## src/hw/rtl/ubd_pkg.sv

```systemverilog
// shared types, byte constants and a helper for the unicode stream decoder
`default_nettype none

package ubd_pkg;

   typedef enum logic [2:0] {
      ENC_UTF8  = 3'd0,
      ENC_U16BE = 3'd1,
      ENC_U16LE = 3'd2,
      ENC_U32BE = 3'd3,
      ENC_U32LE = 3'd4,
      ENC_ASCII = 3'd5
   } enc_type;

   // byte order mark bytes
   localparam logic [7:0] BYTE_00 = 8'h00;
   localparam logic [7:0] BYTE_FE = 8'hFE;
   localparam logic [7:0] BYTE_FF = 8'hFF;
   localparam logic [7:0] BYTE_EF = 8'hEF;
   localparam logic [7:0] BYTE_BB = 8'hBB;
   localparam logic [7:0] BYTE_BF = 8'hBF;

   // utf-8 lead byte boundaries
   localparam logic [7:0] UTF8_CONT  = 8'h80;
   localparam logic [7:0] UTF8_LEAD2 = 8'hC0;
   localparam logic [7:0] UTF8_LEAD3 = 8'hE0;
   localparam logic [7:0] UTF8_LEAD4 = 8'hF0;
   localparam logic [7:0] UTF8_BAD   = 8'hF8;

   localparam logic [20:0] SURR_LOW  = 21'h00D800;
   localparam logic [20:0] SURR_HIGH = 21'h00DFFF;
   localparam logic [20:0] CP_MAX    = 21'h10FFFF;
   localparam logic [31:0] SUPP_BASE = 32'h0001_0000;

   typedef struct packed {
      logic [7:0] data_byte;
      logic       end_of_stream;
   } req_word_type;

   typedef struct packed {
      logic [31:0] code_point;
      logic [2:0]  encoding_now;
      logic        mark_found;
      logic        last_of_run;
   } rsp_word_type;

   typedef struct packed {
      enc_type     enc;
      logic [31:0] accum;
      logic [1:0]  unit_cnt;
      logic [15:0] pend;
      logic [1:0]  utf8_rem;
   } dec_state_type;

   typedef struct packed {
      logic        valid;
      logic [31:0] code_point;
      enc_type     enc;
   } dec_result_type;

   typedef struct packed {
      logic push;
      logic run_end;
   } queue_ctrl_type;

   function automatic enc_type start_encoding(input logic [2:0] value);
      enc_type enc;
      if (value > ENC_ASCII) begin
         enc = ENC_UTF8;
      end else begin
         enc = enc_type'(value);
      end
      return enc;
   endfunction

endpackage

`default_nettype wire

```

## src/hw/rtl/ubd_decode.sv

```systemverilog
// one byte step of the utf-32, utf-16, utf-8 and ascii decoders
`default_nettype none

module ubd_decode (
   input  ubd_pkg::dec_state_type  state_cur,
   input  logic [7:0]              data_byte,
   output ubd_pkg::dec_state_type  state_nxt,
   output ubd_pkg::dec_result_type result
);

   logic [31:0] word32;
   logic [15:0] unit16;
   logic        surr;
   logic [20:0] seq_val;
   logic [20:0] seq_min;
   logic        seq_bad;
   logic        is_ascii;

   always_comb begin
      state_nxt = state_cur;
      result    = '0;

      word32 = (state_cur.enc == ubd_pkg::ENC_U32BE) ?
               {state_cur.accum[23:0], data_byte} :
               {data_byte, state_cur.accum[31:8]};
      unit16 = (state_cur.enc == ubd_pkg::ENC_U16BE) ?
               {state_cur.accum[7:0], data_byte} :
               {data_byte, state_cur.accum[7:0]};
      surr   = (unit16[15:11] == 5'b11011);

      seq_val = {state_cur.accum[14:0], data_byte[5:0]};
      case (state_cur.unit_cnt)
         2'd1:    seq_min = 21'h000080;
         2'd2:    seq_min = 21'h000800;
         default: seq_min = 21'h010000;
      endcase
      seq_bad = (seq_val < seq_min) ||
                (seq_val >= ubd_pkg::SURR_LOW && seq_val <= ubd_pkg::SURR_HIGH) ||
                (seq_val > ubd_pkg::CP_MAX);
      is_ascii = (data_byte != 8'd0) && (data_byte < ubd_pkg::UTF8_CONT);

      unique case (state_cur.enc) inside
         ubd_pkg::ENC_U32BE, ubd_pkg::ENC_U32LE: begin
            if (state_cur.unit_cnt == 2'd3) begin
               result.valid        = 1'b1;
               result.code_point   = word32;
               state_nxt.accum     = '0;
               state_nxt.unit_cnt  = 2'd0;
            end else begin
               state_nxt.accum     = word32;
               state_nxt.unit_cnt  = state_cur.unit_cnt + 2'd1;
            end
         end
         ubd_pkg::ENC_U16BE, ubd_pkg::ENC_U16LE: begin
            if (state_cur.unit_cnt == 2'd0) begin
               state_nxt.accum    = {24'd0, data_byte};
               state_nxt.unit_cnt = 2'd1;
            end else begin
               state_nxt.accum    = '0;
               state_nxt.unit_cnt = 2'd0;
               if (state_cur.pend != 16'd0) begin
                  // second half of a pair; a non-surrogate loses both units
                  if (surr) begin
                     result.valid      = 1'b1;
                     result.code_point = ubd_pkg::SUPP_BASE +
                                         {12'd0, state_cur.pend[9:0], unit16[9:0]};
                  end
                  state_nxt.pend = '0;
               end else if (surr) begin
                  state_nxt.pend = unit16;
               end else begin
                  result.valid      = 1'b1;
                  result.code_point = {16'd0, unit16};
               end
            end
         end
         ubd_pkg::ENC_ASCII: begin
            if (is_ascii) begin
               result.valid      = 1'b1;
               result.code_point = {24'd0, data_byte};
            end
         end
         default: begin
            if (state_cur.utf8_rem == 2'd0) begin
               if (data_byte == 8'd0 ||
                   (data_byte >= ubd_pkg::UTF8_CONT && data_byte < ubd_pkg::UTF8_LEAD2) ||
                   data_byte >= ubd_pkg::UTF8_BAD) begin
                  state_nxt.enc      = ubd_pkg::ENC_ASCII;
                  state_nxt.accum    = '0;
                  state_nxt.unit_cnt = 2'd0;
                  state_nxt.utf8_rem = 2'd0;
               end else if (data_byte < ubd_pkg::UTF8_CONT) begin
                  result.valid      = 1'b1;
                  result.code_point = {24'd0, data_byte};
               end else if (data_byte < ubd_pkg::UTF8_LEAD3) begin
                  state_nxt.accum    = {27'd0, data_byte[4:0]};
                  state_nxt.utf8_rem = 2'd1;
                  state_nxt.unit_cnt = 2'd1;
               end else if (data_byte < ubd_pkg::UTF8_LEAD4) begin
                  state_nxt.accum    = {28'd0, data_byte[3:0]};
                  state_nxt.utf8_rem = 2'd2;
                  state_nxt.unit_cnt = 2'd2;
               end else begin
                  state_nxt.accum    = {29'd0, data_byte[2:0]};
                  state_nxt.utf8_rem = 2'd3;
                  state_nxt.unit_cnt = 2'd3;
               end
            end else if (data_byte[7:6] != 2'b10) begin
               // missing continuation: fall back, then treat this byte as ascii
               state_nxt.enc      = ubd_pkg::ENC_ASCII;
               state_nxt.accum    = '0;
               state_nxt.unit_cnt = 2'd0;
               state_nxt.utf8_rem = 2'd0;
               if (is_ascii) begin
                  result.valid      = 1'b1;
                  result.code_point = {24'd0, data_byte};
               end
            end else if (state_cur.utf8_rem == 2'd1) begin
               state_nxt.accum    = '0;
               state_nxt.unit_cnt = 2'd0;
               state_nxt.utf8_rem = 2'd0;
               if (seq_bad) begin
                  state_nxt.enc = ubd_pkg::ENC_ASCII;
               end else begin
                  result.valid      = 1'b1;
                  result.code_point = {11'd0, seq_val};
               end
            end else begin
               state_nxt.accum    = {11'd0, seq_val};
               state_nxt.utf8_rem = state_cur.utf8_rem - 2'd1;
            end
         end
      endcase

      result.enc = state_nxt.enc;
   end

endmodule

`default_nettype wire

```

## src/hw/rtl/ubd_result_queue.sv

```systemverilog
// hold stage and output register that mark the last word of each run
`default_nettype none

module ubd_result_queue (
   input  logic                   clock,
   input  logic                   reset,
   input  ubd_pkg::queue_ctrl_type ctrl,
   input  ubd_pkg::rsp_word_type  push_word,
   output logic                   can_take,
   output logic                   rsp_valid,
   input  logic                   rsp_stall,
   output ubd_pkg::rsp_word_type  rsp_word
);

   logic                  hold_valid_ff, hold_valid_in;
   logic                  hold_last_ff, hold_last_in;
   ubd_pkg::rsp_word_type hold_word_ff, hold_word_in;
   logic                  out_valid_ff, out_valid_in;
   ubd_pkg::rsp_word_type out_word_ff, out_word_in;
   logic                  out_free;
   logic                  hold_move;

   assign out_free  = !out_valid_ff || !rsp_stall;
   // a word leaves the hold stage once its run is known to be over or the next word shows up
   assign hold_move = hold_valid_ff && out_free && (hold_last_ff || ctrl.push);
   assign can_take  = !hold_valid_ff || out_free;

   always_comb begin
      out_valid_in = out_valid_ff;
      out_word_in  = out_word_ff;
      if (hold_move) begin
         out_valid_in             = 1'b1;
         out_word_in              = hold_word_ff;
         out_word_in.last_of_run  = hold_last_ff;
      end else if (out_free) begin
         out_valid_in = 1'b0;
      end

      hold_valid_in = hold_valid_ff;
      hold_last_in  = hold_last_ff;
      hold_word_in  = hold_word_ff;
      if (ctrl.push) begin
         hold_valid_in = 1'b1;
         hold_last_in  = ctrl.run_end;
         hold_word_in  = push_word;
      end else if (hold_move) begin
         hold_valid_in = 1'b0;
         hold_last_in  = 1'b0;
      end else if (ctrl.run_end && hold_valid_ff) begin
         hold_last_in = 1'b1;
      end
   end

   always_ff @(posedge clock) begin
      if (reset) begin
         hold_valid_ff <= 1'b0;
         hold_last_ff  <= 1'b0;
         out_valid_ff  <= 1'b0;
      end else begin
         hold_valid_ff <= hold_valid_in;
         hold_last_ff  <= hold_last_in;
         out_valid_ff  <= out_valid_in;
      end
   end

   always_ff @(posedge clock) begin
      hold_word_ff <= hold_word_in;
      out_word_ff  <= out_word_in;
   end

   assign rsp_valid = out_valid_ff;
   assign rsp_word  = out_word_ff;

   a_push_has_room: assert property (@(posedge clock) disable iff (reset)
      ctrl.push |-> can_take)
      else $error("word pushed while hold stage cannot take it");

   a_out_from_hold: assert property (@(posedge clock) disable iff (reset)
      $rose(out_valid_ff) |-> $past(hold_valid_ff))
      else $error("output register loaded without a held word");

   a_open_run_waits: assert property (@(posedge clock) disable iff (reset)
      hold_valid_ff && !hold_last_ff && !ctrl.push |=> hold_valid_ff)
      else $error("word of an unfinished run left the hold stage");

endmodule

`default_nettype wire

```

## src/hw/rtl/unicode_stream_decoder_bom.sv

```systemverilog
// byte order mark detection and unicode decoding, one byte per cycle unless stalled
// a word passes from the input register through the decoder, the hold stage and the output register to rsp
// throughput: one byte per cycle unless rsp stalls; when the mark decision leaves held bytes to decode,
//   req stalls while those held bytes (up to four) pass through the decoder in order
// reset: synchronous, clears all control state and sets the encoding register to utf-8
`default_nettype none

module unicode_stream_decoder_bom (
   input  logic                  clock,
   input  logic                  reset,
   input  logic                  req_valid,
   output logic                  req_stall,
   input  ubd_pkg::req_word_type req_word,
   output logic                  rsp_valid,
   input  logic                  rsp_stall,
   output ubd_pkg::rsp_word_type rsp_word,
   input  logic                  csr_write_enable,
   input  logic [2:0]            csr_write_data
);

   // input register
   logic                  in_valid_ff, in_valid_in;
   ubd_pkg::req_word_type in_word_ff;
   logic                  req_take;
   logic                  in_take;

   // stream state
   logic [2:0]             init_enc_ff, init_enc_in;
   logic [3:0][7:0]        head_ff, head_in;
   logic [1:0]             head_cnt_ff, head_cnt_in;
   logic                   decided_ff, decided_in;
   logic                   mark_ff, mark_in;
   ubd_pkg::dec_state_type dec_ff, dec_in;

   // replay of held bytes after the mark decision
   logic       replay_ff, replay_in;
   logic [1:0] replay_idx_ff, replay_idx_in;
   logic [1:0] replay_last_ff, replay_last_in;
   logic       replay_eos_ff, replay_eos_in;

   logic                    can_take;
   logic                    src_take;
   logic [7:0]              src_byte;
   logic                    src_final;
   logic                    src_eos;
   logic                    use_dec;
   ubd_pkg::dec_state_type  dec_nxt;
   ubd_pkg::dec_result_type dec_res;
   ubd_pkg::queue_ctrl_type q_ctrl;
   ubd_pkg::rsp_word_type   push_word;

   logic [3:0][7:0]  head_view;
   logic             mark_hit;
   ubd_pkg::enc_type mark_enc;
   logic [2:0]       mark_skip;
   logic             replay_need;

   assign in_take   = in_valid_ff && !replay_ff && can_take;
   assign req_stall = in_valid_ff && !in_take;
   assign req_take  = req_valid && !req_stall;
   assign src_take  = can_take && (replay_ff || in_valid_ff);
   assign src_byte  = replay_ff ? head_ff[replay_idx_ff] : in_word_ff.data_byte;

   always_comb begin
      in_valid_in = in_valid_ff;
      if (req_take) begin
         in_valid_in = 1'b1;
      end else if (in_take) begin
         in_valid_in = 1'b0;
      end
   end

   // mark check over the held bytes plus the incoming one
   always_comb begin
      for (int i = 0; i < 4; i++) begin
         head_view[i] = (2'(i) == head_cnt_ff) ? in_word_ff.data_byte : head_ff[i];
      end
      mark_hit  = 1'b1;
      mark_enc  = dec_ff.enc;
      mark_skip = 3'd0;
      if (head_cnt_ff == 2'd3 && head_view[0] == ubd_pkg::BYTE_00 &&
          head_view[1] == ubd_pkg::BYTE_00 && head_view[2] == ubd_pkg::BYTE_FE &&
          head_view[3] == ubd_pkg::BYTE_FF) begin
         mark_enc  = ubd_pkg::ENC_U32BE;
         mark_skip = 3'd4;
      end else if (head_cnt_ff == 2'd3 && head_view[0] == ubd_pkg::BYTE_FF &&
                   head_view[1] == ubd_pkg::BYTE_FE && head_view[2] == ubd_pkg::BYTE_00 &&
                   head_view[3] == ubd_pkg::BYTE_00) begin
         mark_enc  = ubd_pkg::ENC_U32LE;
         mark_skip = 3'd4;
      end else if (head_cnt_ff >= 2'd2 && head_view[0] == ubd_pkg::BYTE_EF &&
                   head_view[1] == ubd_pkg::BYTE_BB && head_view[2] == ubd_pkg::BYTE_BF) begin
         mark_enc  = ubd_pkg::ENC_UTF8;
         mark_skip = 3'd3;
      end else if (head_cnt_ff >= 2'd1 && head_view[0] == ubd_pkg::BYTE_FE &&
                   head_view[1] == ubd_pkg::BYTE_FF) begin
         mark_enc  = ubd_pkg::ENC_U16BE;
         mark_skip = 3'd2;
      end else if (head_cnt_ff >= 2'd1 && head_view[0] == ubd_pkg::BYTE_FF &&
                   head_view[1] == ubd_pkg::BYTE_FE) begin
         mark_enc  = ubd_pkg::ENC_U16LE;
         mark_skip = 3'd2;
      end else begin
         mark_hit = 1'b0;
      end
      replay_need = {1'b0, head_cnt_ff} >= mark_skip;
   end

   ubd_decode u_decode (
      .state_cur (dec_ff),
      .data_byte (src_byte),
      .state_nxt (dec_nxt),
      .result    (dec_res)
   );

   always_comb begin
      init_enc_in    = init_enc_ff;
      head_in        = head_ff;
      head_cnt_in    = head_cnt_ff;
      decided_in     = decided_ff;
      mark_in        = mark_ff;
      dec_in         = dec_ff;
      replay_in      = replay_ff;
      replay_idx_in  = replay_idx_ff;
      replay_last_in = replay_last_ff;
      replay_eos_in  = replay_eos_ff;
      src_final      = 1'b0;
      src_eos        = 1'b0;
      use_dec        = 1'b0;

      if (src_take) begin
         if (replay_ff) begin
            use_dec   = 1'b1;
            dec_in    = dec_nxt;
            src_final = (replay_idx_ff == replay_last_ff);
            src_eos   = replay_eos_ff;
            if (src_final) begin
               replay_in = 1'b0;
            end else begin
               replay_idx_in = replay_idx_ff + 2'd1;
            end
         end else if (decided_ff) begin
            use_dec   = 1'b1;
            dec_in    = dec_nxt;
            src_final = 1'b1;
            src_eos   = in_word_ff.end_of_stream;
         end else begin
            head_in[head_cnt_ff] = in_word_ff.data_byte;
            if (head_cnt_ff == 2'd3 || in_word_ff.end_of_stream) begin
               decided_in  = 1'b1;
               head_cnt_in = 2'd0;
               if (mark_hit) begin
                  dec_in.enc = mark_enc;
                  mark_in    = 1'b1;
               end
               if (replay_need) begin
                  replay_in      = 1'b1;
                  replay_idx_in  = mark_skip[1:0];
                  replay_last_in = head_cnt_ff;
                  replay_eos_in  = in_word_ff.end_of_stream;
               end else begin
                  src_final = 1'b1;
                  src_eos   = in_word_ff.end_of_stream;
               end
            end else begin
               head_cnt_in = head_cnt_ff + 2'd1;
               src_final   = 1'b1;
            end
         end

         // end of stream: back to the start-of-stream state
         if (src_final && src_eos) begin
            dec_in      = '0;
            dec_in.enc  = ubd_pkg::start_encoding(init_enc_ff);
            decided_in  = 1'b0;
            mark_in     = 1'b0;
            head_cnt_in = 2'd0;
            replay_in   = 1'b0;
         end
      end

      if (csr_write_enable) begin
         init_enc_in = csr_write_data;
         if (!decided_ff) begin
            dec_in.enc = ubd_pkg::start_encoding(csr_write_data);
         end
      end
   end

   always_comb begin
      q_ctrl.push             = src_take && use_dec && dec_res.valid;
      q_ctrl.run_end          = src_take && src_final;
      push_word.code_point    = dec_res.code_point;
      push_word.encoding_now  = dec_res.enc;
      push_word.mark_found    = mark_ff;
      push_word.last_of_run   = 1'b0;
   end

   ubd_result_queue u_result_queue (
      .clock     (clock),
      .reset     (reset),
      .ctrl      (q_ctrl),
      .push_word (push_word),
      .can_take  (can_take),
      .rsp_valid (rsp_valid),
      .rsp_stall (rsp_stall),
      .rsp_word  (rsp_word)
   );

   always_ff @(posedge clock) begin
      if (reset) begin
         in_valid_ff    <= 1'b0;
         init_enc_ff    <= 3'd0;
         head_cnt_ff    <= 2'd0;
         decided_ff     <= 1'b0;
         mark_ff        <= 1'b0;
         dec_ff         <= '0;
         replay_ff      <= 1'b0;
         replay_idx_ff  <= 2'd0;
         replay_last_ff <= 2'd0;
         replay_eos_ff  <= 1'b0;
      end else begin
         in_valid_ff    <= in_valid_in;
         init_enc_ff    <= init_enc_in;
         head_cnt_ff    <= head_cnt_in;
         decided_ff     <= decided_in;
         mark_ff        <= mark_in;
         dec_ff         <= dec_in;
         replay_ff      <= replay_in;
         replay_idx_ff  <= replay_idx_in;
         replay_last_ff <= replay_last_in;
         replay_eos_ff  <= replay_eos_in;
      end
   end

   always_ff @(posedge clock) begin
      if (req_take) begin
         in_word_ff <= req_word;
      end
      head_ff <= head_in;
   end

   a_replay_after_decision: assert property (@(posedge clock) disable iff (reset)
      replay_ff |-> decided_ff)
      else $error("held bytes replayed before the mark decision");

   a_head_only_undecided: assert property (@(posedge clock) disable iff (reset)
      head_cnt_ff != 2'd0 |-> !decided_ff)
      else $error("bytes held after the mark decision");

   a_stream_end_clears: assert property (@(posedge clock) disable iff (reset)
      src_take && src_final && src_eos |=> !decided_ff && !replay_ff && !mark_ff)
      else $error("stream state not cleared after end of stream");

endmodule

`default_nettype wire

```

## config.mk

```make
export PLATFORM = sky130hd
export DESIGN_NAME = unicode_stream_decoder_bom
export DESIGN_NICKNAME = d
export VERILOG_FILES = /design/src/hw/rtl/ubd_pkg.sv /design/src/hw/rtl/ubd_decode.sv /design/src/hw/rtl/ubd_result_queue.sv /design/src/hw/rtl/unicode_stream_decoder_bom.sv
export SDC_FILE = /design/constraint.sdc
export NUM_CORES = 1
export LEC_CHECK = 0
export BUFFER_PORTS_ARGS = -buffer_cell sky130_fd_sc_hd__clkbuf_2
export CAP_MARGIN = 20
export CORE_AREA = 2 2 125 127
export DETAILED_ROUTE_END_ITERATION = 7
export DIE_AREA = 0 0 127 129
export PLACE_DENSITY = 0.95
export SKIP_LAST_GASP = 1
export SLEW_MARGIN = 10
export SYNTH_ARGS = -nofsm -noshare
export SYNTH_HDL_FRONTEND = slang
export SYNTH_SLANG_ARGS = --single-unit
```

## constraint.sdc

```tcl
create_clock -name clock -period 11.6 [get_ports clock]
set_input_delay 1.16 -clock clock [delete_from_list [all_inputs] [get_ports clock]]
set_output_delay 1.16 -clock clock [all_outputs]
set_load 0.01 [all_outputs]
```

Yosys cells after proc, flatten, opt, wreduce, memory -nomap -nowiden:

Index checks and enable logic that the tools add are counted.

* multiplexer cells: 126
* reductions and logical operators: 75
* magnitude comparators: 18
* eq/ne operators: 29
* $add $sub $neg: 5
* bitwise operators: 2

Operators with widths (number)
* $mux 33: 12
* $mux 55: 3
* $mux 34: 4
* $pmux 34 s3: 1
* $pmux 33 s3: 1
* $mux 16: 5
* $mux 37: 2
* $eq 8x8->1 const B: 9
* $mux 8: 7
* $mux 3: 18
* $mux 52: 1
* $mux 1: 44
* $logic_not 8->1: 5
* $mux 2: 20
* $pmux 17 s2: 1
* $bwmux 32: 1
* $lt 8x8->1 const B: 4
* $mux 32: 1
* $logic_and 1x1->1: 31
* $add 17x20->21 const A: 1
* $ge 21x16->1 const B: 1
* $gt 21x21->1 const B: 1
* $le 21x16->1 const B: 1
* $lt 21x17->1: 1
* 37 further kinds: 80

* word-level logic and storage cells: 285
* register bits: 186

Longest topological paths before layout:

Gate-level depths: netlist (run 1).

* depth after elaboration: 22
* gate-level depth with buffers: 18

Modules after synthesis:

Synthesis (run 1) repeated with hierarchy kept, for this count alone.

* cell total of the unflattened synthesis: 1164
* area total of the unflattened synthesis: 10894.2 um2

Modules (own cells, without submodules)
* unicode_stream_decoder_bom: area each 5591.6 um2, sequential area each 2612.5 um2, cells each 565, instances 1
* ubd_decode: area each 2981.6 um2, sequential area each 0.0 um2, cells each 510, instances 1
* ubd_result_queue: area each 2321.0 um2, sequential area each 2252.2 um2, cells each 89, instances 1

Least setup slack after synthesis (run 1):

No wires, ideal clock.

* path type: register to register
* start: register replay_idx_ff[0]
* end: register u_result_queue.out_word_ff (netlist bit u_result_queue.rsp_word[0]), enable pin
* setup time: 0.431 ns
* path slack: 6.246 ns
* stages on the path, launching flop included: 10
* path buffers: 1
* data arrival time: 4.923 ns
* cells stage by stage: dfxtp_1 buf_6 mux2i_1 o221ai_4 or3_4 or4_1 nor2b_1 a221oi_4 nor2_1 nor2_1

* word-level cells in the longest chain between the ends: 15
* elaborated cells on any way between the ends: 38
* those cells by class: order compare: 8; eq/ne: 2; mux: 16; reduce/logical: 12

RTL lines
* start, declared: line unicode_stream_decoder_bom.sv:37 `logic [1:0] replay_idx_ff, replay_idx_in;`
* start signal, assigned: line unicode_stream_decoder_bom.sv:230 `replay_idx_ff <= replay_idx_in;`
* $bmux 8 s2 *: line unicode_stream_decoder_bom.sv:62 `assign src_byte = replay_ff ? head_ff[replay_idx_ff] : in_word_ff.data_byte;`
* $mux 8 (implied by the code) *: line unicode_stream_decoder_bom.sv:62
* $mux 8 *: line unicode_stream_decoder_bom.sv:62
* $ge 21x16->1 / $le 21x16->1 (equally long branches): line ubd_decode.sv:38 `(seq_val >= ubd_pkg::SURR_LOW && seq_val <= ubd_pkg::SURR_HIGH) ||`
* $logic_and 1x1->1: line ubd_decode.sv:38
* $logic_or 1x1->1: line ubd_decode.sv:37 `seq_bad = (seq_val < seq_min) ||`
* $logic_or 1x1->1: line ubd_decode.sv:38
* $mux 33: line ubd_decode.sv:122 `if (seq_bad) begin`
* $mux 33: line ubd_decode.sv:118 `end else if (state_cur.utf8_rem == 2'd1) begin`
* $mux 33: line ubd_decode.sv:108 `end else if (data_byte[7:6] != 2'b10) begin`
* $mux 33: line ubd_decode.sv:84 `if (state_cur.utf8_rem == 2'd0) begin`
* $pmux 33 s3 *: line ubd_decode.sv:42 `unique case (state_cur.enc) inside`
* $logic_and 1x1->1 *: line unicode_stream_decoder_bom.sv:191 `q_ctrl.push = src_take && use_dec && dec_res.valid;`
* $logic_or 1x1->1 *: line ubd_result_queue.sv:25 `assign hold_move = hold_valid_ff && out_free && (hold_last_ff || ctrl.push);`
* $logic_and 1x1->1 *: line ubd_result_queue.sv:25
* net u_result_queue.hold_move: line ubd_result_queue.sv:21 `logic hold_move;`
* end signal, assigned: line ubd_result_queue.sv:68 `out_word_ff <= out_word_in;`
* end, declared: line ubd_result_queue.sv:19 `ubd_pkg::rsp_word_type out_word_ff, out_word_in;`

Mark *: on every way through the listed nets, which the timed path passes. The rest lies on a longest branch. The select of a mux whose other input is x is not followed.
A chain may end at the register's enable or synchronous reset.

==> metrics, run 1 <==
commonest non-fill, non-tap cell in the layout=edfxtp_1; status=complete, no violations; Worst Path Buf+Inv=1; Post-DP Area=0.01008 mm2; max-slew violations=0; Hold Buf Count CTS=0; sequential share of the synthesized area=49.67%; Min-Delay Path Class=flop to flop; Clk pin slew, worst setup/hold paths=80 ps; Synth cell types=88; yosys warns=0; Num CTS Buffers=17; root buf cell=clkbuf_16; Critical Path Sink Type=flop; DRT Pass-1 Iters=7; final-report hold violation count=0; Worst EP arrival=6240 ps; Core Util, Final=71.56%; share of layout cells above drive strength 1=16.21%; hold_ws=417.8 ps; Slew @ Worst Pin=1086 ps; pwr dens=140.9 mW/mm2; Synth Net Count=988; Crit path required time=12000 ps; crit path kind=flop to flop; row cnt=45; Clk Latency, worst-skew pair=450 ps; CTS tree=built; Final Critical Period=5843 ps; Leak=3.957 nW; CP most frequent cell=ha_1; per-cell routed wire length=22.64 um; Max Clock Skew=16.58 ps; die height=129 um; Initial Util=65.40%; Max-Cap Viols=0; peak per-stage delay on the critical path=820 ps; crit path cell chain=inv_1 -> ha_1 -> mux2_2 -> nor3_2 -> or3b_2 -> nor4b_1 -> ha_1 -> nand2b_1 -> a21oi_1 -> or2_2 -> o311a_1 -> o31a_1 -> nand4_1 -> a2bb2o_1; period utilization=50.37%; min-delay src=u_result_queue.hold_word_ff[16]; DR vias/cell=7.096; vias in the first global route=7484; hpwl dp=18.23 mm; startpoint types=flop; drt first-iter violations=1483; Top Ports=56; commonest non-fill, non-tap cells in the layout=edfxtp_1 (114), nand2_1 (89), nor2_1 (83); slowest CP cell=o31a_1; Placeable Area=0.01498 mm2; largest net degree at the start of global routing=50; CTS H-tree depth=4; synth-to-layout area growth=9.428%; postcts setup bufs=0; reg-to-reg startpoint=head_cnt_ff[1]; total negative setup slack=0 ps; Routed WL=26.61 mm; antenna violations before repair=0; filler cell count=1045; Primary FF master, synth=edfxtp_1; Syn Inst Count=955; GRT Overall Usage=32.80%; Routed Antenna Nets=0; synthesized flop and latch total=186; worst-path maximum fanout=27; die width=127 um; number of inserted diodes=0; # nets final=1007; Final Setup Violations=0; DRC Markers=0; GPL Wtd Cong=1.094; Finished Cell Area=0.01072 mm2; CTS Sinks=186; number of flops mapped to enable cells by yosys=114; Rel. slew slack=27.61%; Avg Cell Area, Syn=10.26 um2; Critical Path Source=head_cnt_ff[1]; vias after detailed routing=8338; port bufs=55; maximum VDD drop=0.1169 mV; global-route wire length before repair=41.58 mm; Synth Cell Area=0.009794 mm2; CTS max path bufs=2; Fmax achieved=171.1 MHz; RSZ-0062 raised after global routing=no; post_cts resized=0; die area=0.01638 mm2; Worst path top cell family by delay=simple AND/OR/NAND/NOR gates; asr flop ratio synth=0%; Overflow after GRT=0
## layer usage
layer	global-route usage [%]	share of wire [%]	vias to the layer above
met3	9.730	14	135
met5	0	0	-
met1	46.68	39	3867
met4	11.96	3.8	0
li1	-	-	3679
met2	48.01	43	657
## flip-flops by register name, summed over array words and instances, names as in the netlist, 2 cells and up
name	flops
head_cnt_ff	2
init_enc_ff	3
u_result_queue.hold_word_ff	36
in_word_ff	9
replay_last_ff	2
dec_ff	55
u_result_queue.rsp_word	37
head_ff	32
replay_idx_ff	2
## cell families after synthesis
logic type / count (synthesis) / synth area share, %
mux: 61 / 6.720
flops: 186 / 49.67
simple gates: 315 / 16.27
buf+inv: 95 / 4.241
compound gates: 276 / 20.52
fa+ha+maj: 16 / 2.044
xor+xnor: 6 / 0.5365
## stage by stage
stage	power, mW	worst slack [ps]	instances
floorplan	0.8574	6246	955
global placement	0.9045	6188	1141
detailed placement	0.9078	5983	1141
CTS	1.507	5945	1173
global route	1.547	5370	1175
finish	1.511	5757	1175
## final cells by class
class	instances	area, um2	area share, %
flip-flops and latches	186	4865	45.39
multi-input cells	674	4527	42.24
clock buffers	17	425.4	3.969
repair buffers	66	357.8	3.339
well taps	188	235.2	2.195
clock inverters	15	198.9	1.856
inverters	29	108.9	1.016
## power by group
| group | internal, mW | total, mW | leakage (nW) | switching, mW |
|---|---|---|---|---|
| sequential | 0.714 | 0.741 | 1.71 | 0.0274 |
| clock | 0.301 | 0.606 | 0.303 | 0.305 |
| combinational | 0.0527 | 0.164 | 1.94 | 0.111 |
| total | 1.07 | 1.51 | 3.96 | 0.444 |
## synth_stat cells (6+ instances only)
cell type | count | share of area, %
nand3_1 | 14 | 0.72
nand2_1 | 89 | 3.4
a211oi_1 | 9 | 0.69
buf_2 | 14 | 0.72
or4_1 | 6 | 0.46
ha_1 | 16 | 2.0
edfxtp_1 | 114 | 35
a31oi_1 | 6 | 0.38
o2bb2ai_1 | 10 | 0.89
mux2_2 | 22 | 2.5
nand2b_1 | 14 | 0.89
o21ai_0 | 79 | 4.0
clkbuf_1 | 39 | 1.5
o2bb2ai_2 | 9 | 1.4
nor2b_1 | 7 | 0.45
inv_1 | 29 | 1.1
and2_1 | 6 | 0.38
a21oi_1 | 52 | 2.7
nor4_1 | 12 | 0.77
nand4_1 | 10 | 0.64
dfxtp_1 | 72 | 15
o221ai_1 | 13 | 1.2
a21o_1 | 6 | 0.46
and3_1 | 9 | 0.57
nor3b_1 | 7 | 0.54
nor3_1 | 25 | 1.3
mux2i_1 | 37 | 3.8
a221oi_1 | 16 | 1.4
nor2_1 | 84 | 3.2
## worst paths after layout
kind                                                     to  slack, ps  cells after the start
worst max-delay path                             dec_ff[51]       5760                     14
worst min-delay path            u_result_queue.rsp_word[16]        420                      0
worst min register to register  u_result_queue.rsp_word[16]        420                      0
worst max register to register                   dec_ff[51]       5760                     14
Power figures use the tool's default switching activity.
==> inputs of run 2 (changes only) <==
- CORE_AREA: 2 2 125 127 -> 2 2 130 132
- DIE_AREA: 0 0 127 129 -> 0 0 132 134
- PLACE_DENSITY: 0.95 -> 0.91
- clock period: 11.6 -> 5.6 ns (I/O delays scaled with it)
==> run 2 against run 1 <==
Effect of this change: hold slack lost 140 ps; first-iteration DRC count grew 2.7%; critical path depth is the same.
==> metrics, run 2 (synthesis results as in run 1) <==
status=complete, no violations; die area=0.01769 mm2; Crit path required time=5980 ps; DRC Markers=0; Num CTS Buffers=17; Critical Path End=dec_ff[10]; synth-to-layout area growth=10.55%; peak per-stage delay on the critical path=750 ps; Routed WL=27.05 mm; number of inserted diodes=0; largest net degree at the start of global routing=50; final-report hold violation count=0; pre-CTS setup slack=619.9 ps; Critical Path Source=head_cnt_ff[1]; share of layout cells above drive strength 1=16.88%; Leak=4.001 nW; root buf cell=clkbuf_16; worst setup margin=436.5 ps; postcts setup bufs=0; DRT Pass-1 Iters=7; CTS Sinks=186; vias in the first global route=7610; Placed Instances=1183; drt first-iter violations=1523; Max Used Layer=met4; startpoint types=flop; post-route non-filler standard cell count=1215; WL met1=10.76 mm; CTS max path bufs=2; Largest Register=dec_ff; Top Ports=56; per-cell routed wire length=22.26 um; Rel. slew slack=23.21%; Initial Util=60.13%; slowest CP cell=or4_1; reg-to-reg startpoint=head_cnt_ff[1]; Placeable Area=0.01629 mm2; Max Clock Skew=12.63 ps; Routed Antenna Nets=0; GPL Wtd Cong=1.055; Final Setup Violations=0; RSZ-0062 raised after global routing=no; crit path kind=flop to flop; r2r worst-path depth=14; max-slew violations=0; Core Util, Final=66.47%; Worst Path Buf+Inv=1; CTS tree=built; GRT Overall Usage=31.01%; global-route wire length before repair=42.72 mm; post_cts resized=0; crit path cell chain=inv_1 -> ha_1 -> mux2_2 -> nor3_2 -> or3b_2 -> nor4b_1 -> o21ai_0 -> ha_1 -> a21oi_1 -> or2_2 -> o311ai_2 -> nand2_1 -> or4_1 -> o2bb2ai_2; antenna violations before repair=0; Crit path depth=14; Hold Buf Count CTS=0; Overflow after GRT=0; Worst EP arrival=5540 ps; Critical Path Sink Type=flop; worst-path maximum fanout=12; CTS H-tree depth=4; Max-Cap Viols=0; port bufs=55; die width=132 um; RR Endpoint=dec_ff[10]; commonest non-fill, non-tap cell in the layout=edfxtp_1; period utilization=92.20%; commonest non-fill, non-tap cells in the layout=edfxtp_1 (114), nand2_1 (89), nor2_1 (83); Slew @ Worst Pin=1148 ps; hpwl dp=18.51 mm; row cnt=47; CP most frequent cell=ha_1; # nets final=1015; R2R Setup Slk=440 ps; DR vias/cell=6.858; Worst path top cell family by delay=simple AND/OR/NAND/NOR gates; Clk pin slew, worst setup/hold paths=80 ps; total negative setup slack=0 ps; met2 WL post-DR=11.93 mm; Final Critical Period=5163 ps; maximum VDD drop=0.2042 mV; Clk Latency, worst-skew pair=450 ps; Fmax achieved=193.7 MHz; wire length on met3=3.489 mm; max FFs per register=55; die height=134 um; vias after detailed routing=8332; Min-Delay Path Class=primary input to flop; pwr dens=288.7 mW/mm2
-- run 2: through the flow --
stage	instance area [um2]	power (mW)	hold WS (ps)
after floorplan	9794	1.776	400.3
after global placement	10190	1.874	400.3
after detailed placement	10190	1.882	405.2
after CTS	10830	3.111	277.7
after global routing	10830	3.209	273.6
final	10830	3.126	282.0
-- run 2: worst min-delay path by stage --
stage	from	to	slack, ps	depth (start not counted)
floorplan	u_result_queue.hold_word_ff[10]	u_result_queue.rsp_word[10]	400	0
global placement	u_result_queue.hold_word_ff[19]	u_result_queue.rsp_word[19]	400	0
detailed placement	u_result_queue.hold_word_ff[4]	u_result_queue.rsp_word[4]	410	0
CTS	req_word[3]	in_word_ff[3]	280	1
global route	req_word[8]	in_word_ff[8]	270	1
finish	req_word[0]	in_word_ff[0]	280	1
-- run 2: area by class of cell --
cell class | count | area [um2]
well taps | 220 | 275.3
clock inverters | 15 | 209.0
inverters | 29 | 108.9
repair buffers | 74 | 417.9
fillers | 1272 | 5461
multi-input cells | 674 | 4527
clock buffers | 17 | 425.4
flip-flops and latches | 186 | 4865
-- run 2: layer usage --
layer / vias to the layer above / global-route usage, %
met3: 94 / 7.899
met2: 650 / 46.18
met5: - / 0
met1: 3901 / 43.86
li1: 3687 / -
met4: 0 / 11.78
-- run 2: where the power goes --
part	internal, mW	switching (mW)
Combinational	0.111	0.228
Sequential	1.48	0.0550
Clock	0.618	0.635
Total	2.21	0.918
-- run 2: worst reg2reg max path, delay by kind of cell (launching register included) --
family,cells,cell delay (ps)
AOI/OAI and AO/OA,4,1050
adders and majority gates,2,800
buffers and inverters,1,110
DFF,1,390
muxes,1,430
and+or+nand+nor,6,2300
